==> src/rtl/video_phase_to_line_and_subcarrier_top_macros.svh <==
// Assertion macros shared by the phase-to-line RTL.
`ifndef VIDEO_PHASE_TO_LINE_AND_SUBCARRIER_TOP_MACROS_SVH
`define VIDEO_PHASE_TO_LINE_AND_SUBCARRIER_TOP_MACROS_SVH
`ifndef SYNTHESIS
`define VPLS_ASSERT_NOW(label, clk, rst_n, ante, cons) \
    label: assert property (@(posedge clk) disable iff (!rst_n) (ante) |-> (cons)) \
        else $error("vpls assertion failed");
`define VPLS_ASSERT_NEXT(label, clk, rst_n, ante, cons) \
    label: assert property (@(posedge clk) disable iff (!rst_n) (ante) |=> (cons)) \
        else $error("vpls assertion failed");
`else
`define VPLS_ASSERT_NOW(label, clk, rst_n, ante, cons)
`define VPLS_ASSERT_NEXT(label, clk, rst_n, ante, cons)
`endif
`endif

==> src/rtl/vpls_pkg.sv <==
// Package with types and constants of the phase-to-line block.
package vpls_pkg;

    localparam int DATA_W    = 32;
    localparam int CFG_IDX_W = 8;
    localparam int LINE_W    = 12;
    localparam int FINE_W    = 19;
    localparam int STEPS_W   = 9;

    localparam int LINES_G_DEF = 2500;
    localparam int LINES_M_DEF = 1050;

    localparam logic [DATA_W-1:0] FRAME_MOD_G = 32'd1105920000;
    localparam logic [DATA_W-1:0] FRAME_MOD_M = 32'd461260800;

    localparam logic [15:0] FAC_HI_G = 16'd43046;
    localparam logic [15:0] FAC_LO_G = 16'd11053;
    localparam logic [15:0] FAC_HI_M = 16'd34753;
    localparam logic [15:0] FAC_LO_M = 16'd61275;

    // Line period = odd divisor shifted left: G is 27 << 14, M is 429 << 10.
    localparam int SHIFT_G = 14;
    localparam int SHIFT_M = 10;
    localparam int REM_W   = 9;
    localparam logic [REM_W-1:0] DIV_G = 9'd27;
    localparam logic [REM_W-1:0] DIV_M = 9'd429;

    localparam int X_W       = DATA_W - SHIFT_M;
    localparam int Q_W       = 14;
    localparam int RECIP_SH  = 32;
    localparam int RECIP_W   = 28;
    localparam logic [RECIP_W-1:0] RECIP_G = RECIP_W'((64'd1 << RECIP_SH) / 27);
    localparam logic [RECIP_W-1:0] RECIP_M = RECIP_W'((64'd1 << RECIP_SH) / 429);

    // Largest start line before the line-count wrap (quotient plus one).
    localparam logic [Q_W-1:0] Y_MAX = 14'd9777;

    typedef enum logic [CFG_IDX_W-1:0] {
        CFG_H_CAL_G  = 8'd0,
        CFG_H_CAL_M  = 8'd1,
        CFG_OFFSET_G = 8'd2,
        CFG_OFFSET_M = 8'd3
    } cfg_idx_t;

    typedef struct packed {
        logic [DATA_W-1:0] h_cal_g;
        logic [DATA_W-1:0] h_cal_m;
        logic [DATA_W-1:0] offset_g;
        logic [DATA_W-1:0] offset_m;
    } cfg_t;

    typedef struct packed {
        logic vld;
        logic system_g;
        logic blank_flag;
    } tag_t;

endpackage

==> src/rtl/vpls_item_if.sv <==
// Input item channel: requested phase and system flags.
interface vpls_item_if;
    logic                        valid;
    logic                        ready;
    logic [vpls_pkg::DATA_W-1:0] phase_value;
    logic                        system_g;
    logic                        blank_flag;

    modport source (output valid, output phase_value, output system_g,
                    output blank_flag, input ready);
    modport sink (input valid, input phase_value, input system_g,
                  input blank_flag, output ready);
endinterface

==> src/rtl/vpls_result_if.sv <==
// Result item channel: start line, fine phase, subcarrier steps and flags.
interface vpls_result_if;
    logic                         valid;
    logic                         ready;
    logic [vpls_pkg::LINE_W-1:0]  start_line;
    logic [vpls_pkg::FINE_W-1:0]  fine_phase;
    logic [vpls_pkg::STEPS_W-1:0] subcarrier_steps;
    logic                         system_g_out;
    logic                         blank_flag_out;

    modport source (output valid, output start_line, output fine_phase,
                    output subcarrier_steps, output system_g_out,
                    output blank_flag_out, input ready);
    modport sink (input valid, input start_line, input fine_phase,
                  input subcarrier_steps, input system_g_out,
                  input blank_flag_out, output ready);
endinterface

==> src/rtl/vpls_cfg_if.sv <==
// Configuration write channel: register index and write data.
interface vpls_cfg_if;
    logic                           valid;
    logic                           ready;
    logic [vpls_pkg::CFG_IDX_W-1:0] index;
    logic [vpls_pkg::DATA_W-1:0]    data;

    modport source (output valid, output index, output data, input ready);
    modport sink (input valid, input index, input data, output ready);
endinterface

==> src/rtl/vpls_cfg_regs.sv <==
// Calibration and offset registers written over the configuration channel.
module vpls_cfg_regs
(
    input  logic                           clk,
    input  logic                           rst_n,
    input  logic                           we,
    input  logic [vpls_pkg::CFG_IDX_W-1:0] index,
    input  logic [vpls_pkg::DATA_W-1:0]    data,
    output vpls_pkg::cfg_t                 regs
);

    vpls_pkg::cfg_t cfg_reg;

    always_ff @(posedge clk or negedge rst_n)
    begin
        if (!rst_n)
        begin
            cfg_reg <= '0;
        end
        else if (we)
        begin
            // Indexes outside the register list are dropped.
            unique case (index)
                vpls_pkg::CFG_H_CAL_G:  cfg_reg.h_cal_g  <= data;
                vpls_pkg::CFG_H_CAL_M:  cfg_reg.h_cal_m  <= data;
                vpls_pkg::CFG_OFFSET_G: cfg_reg.offset_g <= data;
                vpls_pkg::CFG_OFFSET_M: cfg_reg.offset_m <= data;
                default:                cfg_reg          <= cfg_reg;
            endcase
        end
    end

    assign regs = cfg_reg;

endmodule

==> src/rtl/vpls_phase_div.sv <==
// Total phase, division by the line period and subcarrier step stages.
`include "video_phase_to_line_and_subcarrier_top_macros.svh"
module vpls_phase_div
(
    input  logic                          clk,
    input  logic                          rst_n,
    input  logic                          adv,
    input  logic                          in_vld,
    input  logic [vpls_pkg::DATA_W-1:0]   phase_value,
    input  logic                          system_g,
    input  logic                          blank_flag,
    input  vpls_pkg::cfg_t                cfg,
    output vpls_pkg::tag_t                tag,
    output logic [vpls_pkg::Q_W-1:0]      y,
    output logic [vpls_pkg::FINE_W-1:0]   fine_phase,
    output logic [vpls_pkg::STEPS_W-1:0]  steps
);

    localparam int PROD_W = vpls_pkg::X_W + vpls_pkg::RECIP_W;
    localparam int QD_W   = vpls_pkg::X_W + 1;
    localparam int PF_W   = 24;
    localparam int SC_W   = PF_W + 1;

    vpls_pkg::tag_t a_tag_reg, b_tag_reg, c_tag_reg, d_tag_reg, e_tag_reg;

    logic [vpls_pkg::DATA_W-1:0]  a_phase_reg;
    logic [vpls_pkg::DATA_W-1:0]  b_total_reg;
    logic [vpls_pkg::DATA_W-1:0]  b_total_next;

    logic [vpls_pkg::X_W-1:0]     c_x_reg, c_x_next, d_x_reg;
    logic [vpls_pkg::SHIFT_G-1:0] c_low_reg, d_low_reg;
    logic [vpls_pkg::Q_W-1:0]     c_q0_reg, d_q0_reg;
    logic [vpls_pkg::STEPS_W-1:0] c_steps_reg, c_steps_next, d_steps_reg, e_steps_reg;
    logic [QD_W-1:0]              d_qd_reg, d_qd_next;
    logic [vpls_pkg::Q_W-1:0]     e_y_reg, e_y_next;
    logic [vpls_pkg::FINE_W-1:0]  e_fine_reg, e_fine_next;

    logic [PROD_W-1:0]            c_prod;
    logic [vpls_pkg::RECIP_W-1:0] c_recip;
    logic [7:0]                   c_byte;
    logic [15:0]                  c_fhi, c_flo;
    logic [PF_W-1:0]              c_hi_p, c_lo_p;
    logic [SC_W-1:0]              c_sc;
    logic [vpls_pkg::REM_W-1:0]   d_div, e_div;
    logic [QD_W-1:0]              e_diff;
    logic [vpls_pkg::REM_W:0]     e_r0, e_r1;
    logic                         e_corr;

    // Valid bits and flags move with the pipeline; the whole pipe stalls together.
    always_ff @(posedge clk or negedge rst_n)
    begin
        if (!rst_n)
        begin
            a_tag_reg <= '0;
            b_tag_reg <= '0;
            c_tag_reg <= '0;
            d_tag_reg <= '0;
            e_tag_reg <= '0;
        end
        else if (adv)
        begin
            a_tag_reg <= '{vld: in_vld, system_g: system_g, blank_flag: blank_flag};
            b_tag_reg <= a_tag_reg;
            c_tag_reg <= b_tag_reg;
            d_tag_reg <= c_tag_reg;
            e_tag_reg <= d_tag_reg;
        end
    end

    // Total phase with 32-bit wrap.
    always_comb
    begin
        if (a_tag_reg.system_g)
        begin
            b_total_next = vpls_pkg::FRAME_MOD_G - a_phase_reg + cfg.h_cal_g + cfg.offset_g;
        end
        else
        begin
            b_total_next = vpls_pkg::FRAME_MOD_M - a_phase_reg + cfg.h_cal_m + cfg.offset_m;
        end
    end

    // Quotient estimate by reciprocal; it may be one short, fixed in the E-stage correction.
    always_comb
    begin
        if (b_tag_reg.system_g)
        begin
            c_x_next = vpls_pkg::X_W'(b_total_reg[vpls_pkg::DATA_W-1:vpls_pkg::SHIFT_G]);
            c_recip  = vpls_pkg::RECIP_G;
            c_fhi    = vpls_pkg::FAC_HI_G;
            c_flo    = vpls_pkg::FAC_LO_G;
        end
        else
        begin
            c_x_next = b_total_reg[vpls_pkg::DATA_W-1:vpls_pkg::SHIFT_M];
            c_recip  = vpls_pkg::RECIP_M;
            c_fhi    = vpls_pkg::FAC_HI_M;
            c_flo    = vpls_pkg::FAC_LO_M;
        end
        c_prod       = PROD_W'(c_x_next) * PROD_W'(c_recip);
        c_byte       = b_total_reg[7:0];
        c_hi_p       = PF_W'(c_byte) * PF_W'(c_fhi);
        c_lo_p       = PF_W'(c_byte) * PF_W'(c_flo);
        c_sc         = {c_hi_p, 1'b0} + SC_W'(c_lo_p[PF_W-1:15]);
        c_steps_next = c_sc[SC_W-1:16];
    end

    assign d_div     = d_tag_reg.system_g ? vpls_pkg::DIV_G : vpls_pkg::DIV_M;
    assign d_qd_next = QD_W'(c_q0_reg) * QD_W'(c_tag_reg.system_g ? vpls_pkg::DIV_G
                                                                   : vpls_pkg::DIV_M);

    // Remainder of the estimate lies below twice the divisor: one correction step.
    always_comb
    begin
        e_div    = d_div;
        e_diff   = {1'b0, d_x_reg} - d_qd_reg;
        e_r0     = e_diff[vpls_pkg::REM_W:0];
        e_corr   = (e_r0 >= {1'b0, e_div});
        e_r1     = e_corr ? (e_r0 - {1'b0, e_div}) : e_r0;
        e_y_next = d_q0_reg + (e_corr ? vpls_pkg::Q_W'(2) : vpls_pkg::Q_W'(1));
        if (d_tag_reg.system_g)
        begin
            e_fine_next = {e_r1[vpls_pkg::FINE_W-vpls_pkg::SHIFT_G-1:0],
                           d_low_reg[vpls_pkg::SHIFT_G-1:0]};
        end
        else
        begin
            e_fine_next = {e_r1[vpls_pkg::FINE_W-vpls_pkg::SHIFT_M-1:0],
                           d_low_reg[vpls_pkg::SHIFT_M-1:0]};
        end
    end

    always_ff @(posedge clk)
    begin
        if (adv)
        begin
            a_phase_reg <= phase_value;
            b_total_reg <= b_total_next;
            c_x_reg     <= c_x_next;
            c_low_reg   <= b_total_reg[vpls_pkg::SHIFT_G-1:0];
            c_q0_reg    <= c_prod[vpls_pkg::RECIP_SH +: vpls_pkg::Q_W];
            c_steps_reg <= c_steps_next;
            d_x_reg     <= c_x_reg;
            d_low_reg   <= c_low_reg;
            d_q0_reg    <= c_q0_reg;
            d_qd_reg    <= d_qd_next;
            d_steps_reg <= c_steps_reg;
            e_y_reg     <= e_y_next;
            e_fine_reg  <= e_fine_next;
            e_steps_reg <= d_steps_reg;
        end
    end

    assign tag        = e_tag_reg;
    assign y          = e_y_reg;
    assign fine_phase = e_fine_reg;
    assign steps      = e_steps_reg;

    `VPLS_ASSERT_NOW(a_y_range, clk, rst_n, e_tag_reg.vld,
                     (e_y_reg != '0) && (e_y_reg <= vpls_pkg::Y_MAX))
    `VPLS_ASSERT_NOW(a_est_close, clk, rst_n, d_tag_reg.vld, ({1'b0, d_x_reg} >= d_qd_reg))

endmodule

==> src/rtl/vpls_line_mod.sv <==
// Start line wrap by the line count and the result register.
`include "video_phase_to_line_and_subcarrier_top_macros.svh"
module vpls_line_mod
#(
    parameter int LINES_G = vpls_pkg::LINES_G_DEF,
    parameter int LINES_M = vpls_pkg::LINES_M_DEF
)
(
    input  logic                          clk,
    input  logic                          rst_n,
    input  logic                          adv,
    input  vpls_pkg::tag_t                tag,
    input  logic [vpls_pkg::Q_W-1:0]      y,
    input  logic [vpls_pkg::FINE_W-1:0]   fine_phase,
    input  logic [vpls_pkg::STEPS_W-1:0]  steps,
    output vpls_pkg::tag_t                out_tag,
    output logic [vpls_pkg::LINE_W-1:0]   start_line,
    output logic [vpls_pkg::FINE_W-1:0]   out_fine,
    output logic [vpls_pkg::STEPS_W-1:0]  out_steps
);

    localparam int LCNT_W  = vpls_pkg::LINE_W + 1;
    localparam int LREC_SH = vpls_pkg::Q_W + vpls_pkg::LINE_W;
    localparam int LP_W    = vpls_pkg::Q_W + LREC_SH;
    localparam int QL_W    = vpls_pkg::Q_W + LCNT_W;
    localparam logic [LCNT_W-1:0]  LEN_G   = LCNT_W'(LINES_G);
    localparam logic [LCNT_W-1:0]  LEN_M   = LCNT_W'(LINES_M);
    localparam logic [LREC_SH-1:0] LRCP_G  = LREC_SH'((64'd1 << LREC_SH) / LINES_G);
    localparam logic [LREC_SH-1:0] LRCP_M  = LREC_SH'((64'd1 << LREC_SH) / LINES_M);

    vpls_pkg::tag_t f_tag_reg, o_tag_reg;

    logic [vpls_pkg::Q_W-1:0]     f_y_reg, f_ql_reg;
    logic [vpls_pkg::FINE_W-1:0]  f_fine_reg, o_fine_reg;
    logic [vpls_pkg::STEPS_W-1:0] f_steps_reg, o_steps_reg;
    logic [vpls_pkg::LINE_W-1:0]  o_line_reg, o_line_next;

    logic [LP_W-1:0]   f_prod;
    logic [LCNT_W-1:0] g_len;
    logic [QL_W-1:0]   g_qll, g_diff;
    logic [LCNT_W-1:0] g_r0, g_r1;

    always_ff @(posedge clk or negedge rst_n)
    begin
        if (!rst_n)
        begin
            f_tag_reg <= '0;
            o_tag_reg <= '0;
        end
        else if (adv)
        begin
            f_tag_reg <= tag;
            o_tag_reg <= f_tag_reg;
        end
    end

    // Reciprocal estimate of y / lines, at most one short.
    assign f_prod = LP_W'(y) * LP_W'(tag.system_g ? LRCP_G : LRCP_M);

    always_comb
    begin
        g_len       = f_tag_reg.system_g ? LEN_G : LEN_M;
        g_qll       = QL_W'(f_ql_reg) * QL_W'(g_len);
        g_diff      = QL_W'(f_y_reg) - g_qll;
        g_r0        = g_diff[LCNT_W-1:0];
        g_r1        = (g_r0 >= g_len) ? (g_r0 - g_len) : g_r0;
        o_line_next = g_r1[vpls_pkg::LINE_W-1:0];
    end

    always_ff @(posedge clk)
    begin
        if (adv)
        begin
            f_y_reg     <= y;
            f_ql_reg    <= f_prod[LREC_SH +: vpls_pkg::Q_W];
            f_fine_reg  <= fine_phase;
            f_steps_reg <= steps;
            o_line_reg  <= o_line_next;
            o_fine_reg  <= f_fine_reg;
            o_steps_reg <= f_steps_reg;
        end
    end

    assign out_tag    = o_tag_reg;
    assign start_line = o_line_reg;
    assign out_fine   = o_fine_reg;
    assign out_steps  = o_steps_reg;

    `VPLS_ASSERT_NOW(a_line_range, clk, rst_n, o_tag_reg.vld,
                     ({1'b0, o_line_reg} < (o_tag_reg.system_g ? LEN_G : LEN_M)))
    `VPLS_ASSERT_NOW(a_ql_bound, clk, rst_n, f_tag_reg.vld, f_ql_reg <= f_y_reg)
    `VPLS_ASSERT_NEXT(a_result_moves, clk, rst_n, f_tag_reg.vld && adv, o_tag_reg.vld)

endmodule

==> src/rtl/video_phase_to_line_and_subcarrier_top.sv <==
// Top level: phase to start line, fine phase and subcarrier steps.
// Throughput: one item per cycle; seven register stages, the two reciprocal multiplies
// and their correction steps set the depth.
// A stalled result freezes the whole pipeline, and the input is held off only then.
// Reset clears all valid bits and the four configuration registers to zero.
module video_phase_to_line_and_subcarrier_top
#(
    parameter int LINES_G = vpls_pkg::LINES_G_DEF,
    parameter int LINES_M = vpls_pkg::LINES_M_DEF
)
(
    input  logic          clk,
    input  logic          rst_n,
    vpls_item_if.sink     item,
    vpls_result_if.source result,
    vpls_cfg_if.sink      cfg
);

    vpls_pkg::cfg_t                cfg_regs;
    vpls_pkg::tag_t                div_tag, out_tag;
    logic [vpls_pkg::Q_W-1:0]      div_y;
    logic [vpls_pkg::FINE_W-1:0]   div_fine;
    logic [vpls_pkg::STEPS_W-1:0]  div_steps;
    logic                          adv;

    // The pipeline moves whenever the result register is empty or being taken.
    assign adv        = !out_tag.vld || result.ready;
    assign item.ready = adv;
    assign cfg.ready  = 1'b1;

    vpls_cfg_regs u_cfg_regs
    (
        .clk   (clk),
        .rst_n (rst_n),
        .we    (cfg.valid),
        .index (cfg.index),
        .data  (cfg.data),
        .regs  (cfg_regs)
    );

    vpls_phase_div u_phase_div
    (
        .clk         (clk),
        .rst_n       (rst_n),
        .adv         (adv),
        .in_vld      (item.valid),
        .phase_value (item.phase_value),
        .system_g    (item.system_g),
        .blank_flag  (item.blank_flag),
        .cfg         (cfg_regs),
        .tag         (div_tag),
        .y           (div_y),
        .fine_phase  (div_fine),
        .steps       (div_steps)
    );

    vpls_line_mod
    #(
        .LINES_G (LINES_G),
        .LINES_M (LINES_M)
    )
    u_line_mod
    (
        .clk        (clk),
        .rst_n      (rst_n),
        .adv        (adv),
        .tag        (div_tag),
        .y          (div_y),
        .fine_phase (div_fine),
        .steps      (div_steps),
        .out_tag    (out_tag),
        .start_line (result.start_line),
        .out_fine   (result.fine_phase),
        .out_steps  (result.subcarrier_steps)
    );

    assign result.valid          = out_tag.vld;
    assign result.system_g_out   = out_tag.system_g;
    assign result.blank_flag_out = out_tag.blank_flag;

endmodule

==> src/flat_wrapper.sv <==
// flat-port wrapper written by rule: the top's interface ports become plain ports
module video_phase_to_line_and_subcarrier_top_flat 
#(
    parameter int LINES_G = vpls_pkg::LINES_G_DEF,
    parameter int LINES_M = vpls_pkg::LINES_M_DEF
)
  (clk, rst_n, item_valid, item_phase_value, item_system_g, item_blank_flag, item_ready, result_valid, result_start_line, result_fine_phase, result_subcarrier_steps, result_system_g_out, result_blank_flag_out, result_ready, cfg_valid, cfg_index, cfg_data, cfg_ready);
  vpls_item_if item_i ();
  vpls_result_if result_i ();
  vpls_cfg_if cfg_i ();
  input  logic clk;
  input  logic rst_n;
  input wire logic [$bits(item_i.valid)-1:0] item_valid;
  input wire logic [$bits(item_i.phase_value)-1:0] item_phase_value;
  input wire logic [$bits(item_i.system_g)-1:0] item_system_g;
  input wire logic [$bits(item_i.blank_flag)-1:0] item_blank_flag;
  output wire logic [$bits(item_i.ready)-1:0] item_ready;
  output wire logic [$bits(result_i.valid)-1:0] result_valid;
  output wire logic [$bits(result_i.start_line)-1:0] result_start_line;
  output wire logic [$bits(result_i.fine_phase)-1:0] result_fine_phase;
  output wire logic [$bits(result_i.subcarrier_steps)-1:0] result_subcarrier_steps;
  output wire logic [$bits(result_i.system_g_out)-1:0] result_system_g_out;
  output wire logic [$bits(result_i.blank_flag_out)-1:0] result_blank_flag_out;
  input wire logic [$bits(result_i.ready)-1:0] result_ready;
  input wire logic [$bits(cfg_i.valid)-1:0] cfg_valid;
  input wire logic [$bits(cfg_i.index)-1:0] cfg_index;
  input wire logic [$bits(cfg_i.data)-1:0] cfg_data;
  output wire logic [$bits(cfg_i.ready)-1:0] cfg_ready;
  assign item_i.valid = item_valid;
  assign item_i.phase_value = item_phase_value;
  assign item_i.system_g = item_system_g;
  assign item_i.blank_flag = item_blank_flag;
  assign item_ready = item_i.ready;
  assign result_valid = result_i.valid;
  assign result_start_line = result_i.start_line;
  assign result_fine_phase = result_i.fine_phase;
  assign result_subcarrier_steps = result_i.subcarrier_steps;
  assign result_system_g_out = result_i.system_g_out;
  assign result_blank_flag_out = result_i.blank_flag_out;
  assign result_i.ready = result_ready;
  assign cfg_i.valid = cfg_valid;
  assign cfg_i.index = cfg_index;
  assign cfg_i.data = cfg_data;
  assign cfg_ready = cfg_i.ready;
  video_phase_to_line_and_subcarrier_top #(.LINES_G(LINES_G), .LINES_M(LINES_M)) u_core (.clk(clk), .rst_n(rst_n), .item(item_i), .result(result_i), .cfg(cfg_i));
endmodule
==> config.mk <==
export PLATFORM = sky130hd
export DESIGN_NAME = video_phase_to_line_and_subcarrier_top_flat
export DESIGN_NICKNAME = d
export VERILOG_FILES = /design/src/rtl/vpls_pkg.sv /design/src/rtl/vpls_item_if.sv /design/src/rtl/vpls_result_if.sv /design/src/rtl/vpls_cfg_if.sv /design/src/rtl/vpls_cfg_regs.sv /design/src/rtl/vpls_phase_div.sv /design/src/rtl/vpls_line_mod.sv /design/src/rtl/video_phase_to_line_and_subcarrier_top.sv /design/src/flat_wrapper.sv
export VERILOG_INCLUDE_DIRS = /design/src /design/src/rtl
export SDC_FILE = /design/constraint.sdc
export NUM_CORES = 2
export LEC_CHECK = 0
export BUFFER_PORTS_ARGS = -buffer_cell sky130_fd_sc_hd__buf_2
export CORE_ASPECT_RATIO = 1.75
export CORE_MARGIN = 1.5
export CORE_UTILIZATION = 51
export CTS_CLUSTER_SIZE = 30
export DETAILED_ROUTE_END_ITERATION = 8
export PLACE_DENSITY = 0.79
export SLEW_MARGIN = 10
export SYNTH_ARGS = -nofsm -noshare
export SYNTH_HDL_FRONTEND = slang
export SYNTH_SLANG_ARGS = --single-unit
==> constraint.sdc <==
create_clock -name clk -period 26.4 [get_ports clk]
set_clock_uncertainty 0.05 [all_clocks]
set_input_delay 2.64 -clock clk [delete_from_list [all_inputs] [get_ports clk]]
set_output_delay 2.64 -clock clk [all_outputs]
set_load 0.05 [all_outputs]
==> metrics.cfg <==
[placement]
dp.cells=5598
gp_congestion=0.921
dp_slack_ns=17.55
io_buffers=122
place_hpwl_mm=86.7

[synth]
ys_types=79
synth-seq-area-share=0.266
synth.most_common_cell=inv_1
synth_area_leaders=fa_1 26%, ha_1 19%, edfxtp_1 19%
synth.top_cell.area_share=0.260
yosys_warnings=0
syn_inst=4328
synth_edf_count=294
synth.cell_area_um2=47200
synth_seq_cells=443
synth_commonest_cells=1,111 x inv_1, 708 x ha_1, 613 x fa_1
synth_top_area_cell=fa_1
synthArstFlopShare=0.336
synth.avg_cell_area_um2=10.9
synth_ff_type=edfxtp_1

[drt]
finalWirelength_mm=103
via_count=29800
firstDrtPassIters=6
vias_per_cell=5.24
drt_iter0_drc=1262
drc=0
post_drt_wl_per_cell_um=18.1
final_antenna_net_count=0

[sta]
rsz0062_at_grt=false
drv_slew=0
holdWs_ns=0.330
setup_viol=0
tns_ns=0
relSlewSlack=0.291
hold_viol=0
fmax_mhz=113
min_period_ns=8.87
finalWorstSetupSlack_ns=17.53
fin_crit_sh=0.336
worst_pin_slew_ns=1.06

[final_layout]
drive_gt1_frac=0.0843
diodes=0
multi_input_area_um2=30200
fin_cells=5688
area_delta_synth_final_pct=7.72
finalNetCount=5856
fill_cells=7767
largest_register_ffs=128
seq_area_um2=12600

[global_routing]
grt_pass1_vias=33000
grt_max_degree=169
grt_remaining_overflow=0
grt_pass1_wl_mm=166
grtUsageTotal=0.227
antenna_found_initial=0

[setup_path]
start_kind=flop
endpoint_kind=flop
r2r-start=u_core.u_phase_div.b_tag_reg[1]
cp.arrival_ns=9.17
ff2ff_setup_slack_ns=17.53
crit_type=flop to flop
required_ns=26.70
startpoint=u_core.u_phase_div.b_tag_reg[1]
critical_path_peak_fanout=34
reg2reg_to=u_core.u_phase_div.c_q0_reg[8]
r2r_cells=24

[worst_hold_path]
hp-start=u_core.u_phase_div.fine_phase[18]
whs_endpoint=u_core.u_line_mod.f_fine_reg[18]
min_path_cells=0
hold_path.class=flop to flop

[run_status]
status=complete, no violations

[clock_tree]
cts_resized=0
cts.path.max_buffers=3
insertion_delay_ns=0.65
cts_setup_buffers=0
holdBufCountCts=0
cts_buffers=48
clkSinkCount=443
tritoncts=done
htree_levels=2
root_buffer=clkbuf_16
path_clk_slew_ns=0.07

[die]
die_area_um2=94400
die_x_um=233
io_pins=124
start_util=0.514
placementRows=147
fp.coreArea_um2=91800
die_h_um=405

[job]
maxCapViolCount=0

critical path: stages (launching register included):
cell and delay, ns:
dfrtp_2 0.73, buf_4 0.42, nand2b_1 0.17, inv_1 0.09, nor2_1 0.47, inv_1 0.21, fa_1 0.45, inv_1 0.11
fa_1 0.43, fa_1 0.49, inv_1 0.06, fa_1 0.48, fa_1 0.46, fa_1 0.54, fa_1 0.42, ha_1 0.32
o21a_1 0.19, o21a_1 0.17, o31ai_1 0.52, nor4_1 0.15, a2111oi_0 0.88, and2b_1 0.29, a21o_1 0.21, a21oi_1 0.20
xnor2_1 0.08
kinds of logic after synthesis:
kind of cell,count (synthesis),synth area share
simple gates,594,0.0621
flops,443,0.266
fa+ha+maj,1321,0.448
xor+xnor,175,0.0325
buf+inv,1197,0.0957
compound gates,460,0.0633
other cells,2,0.000159
mux,136,0.0319
worst max path at each step:
stage | end | slack (ns)
after floorplan | item_ready | 12.41
after global placement | u_core.u_phase_div.c_q0_reg[8] | 17.58
after detailed placement | u_core.u_phase_div.c_q0_reg[8] | 17.55
after CTS | u_core.u_phase_div.c_q0_reg[8] | 17.51
after global routing | u_core.u_phase_div.c_q0_reg[8] | 17.01
final | u_core.u_phase_div.c_q0_reg[8] | 17.53
through the flow:
step / utilization / cell area (um^2)
2_1_floorplan: - / 47300
3_3_place_gp: 0.536 / 49200
3_5_place_dp: 0.536 / 49200
4_1_cts: 0.554 / 50800
5_1_grt: 0.554 / 50800
6_report: 0.554 / 50800
layout by cell type, fill, tap and decap left out, types with 101 or more instances in the layout:
cell type  count
inv_1       1110
ha_1         708
fa_1         613
edfxtp_1     294
nand2_1      204
dfrtp_1      147
a21oi_1      122
buf_2        121
mux2_2       116
nor2_1       107
xnor2_1      104
o21ai_0      101
cell type report:
cell class                 instances  share of cell area
clock buffer                      54              0.0249
inverter                        1112              0.0823
sequential                       443               0.247
clock inverter                    36             0.00729
multi-input combinational       2716               0.595
tap                             1192              0.0294
timing repair buffer             135              0.0143
layer usage:
metal	track usage	routed length [um]	part of all wire
met1	0.232	36600	0.36
met2	0.441	57000	0.55
met5	0	0	0
met3	0.0245	2990	0.029
met4	0.125	6320	0.061
Power is left out: the tool's default activity adds up to more than one toggle a clock period on the data nets, which glitch-free logic cannot reach.
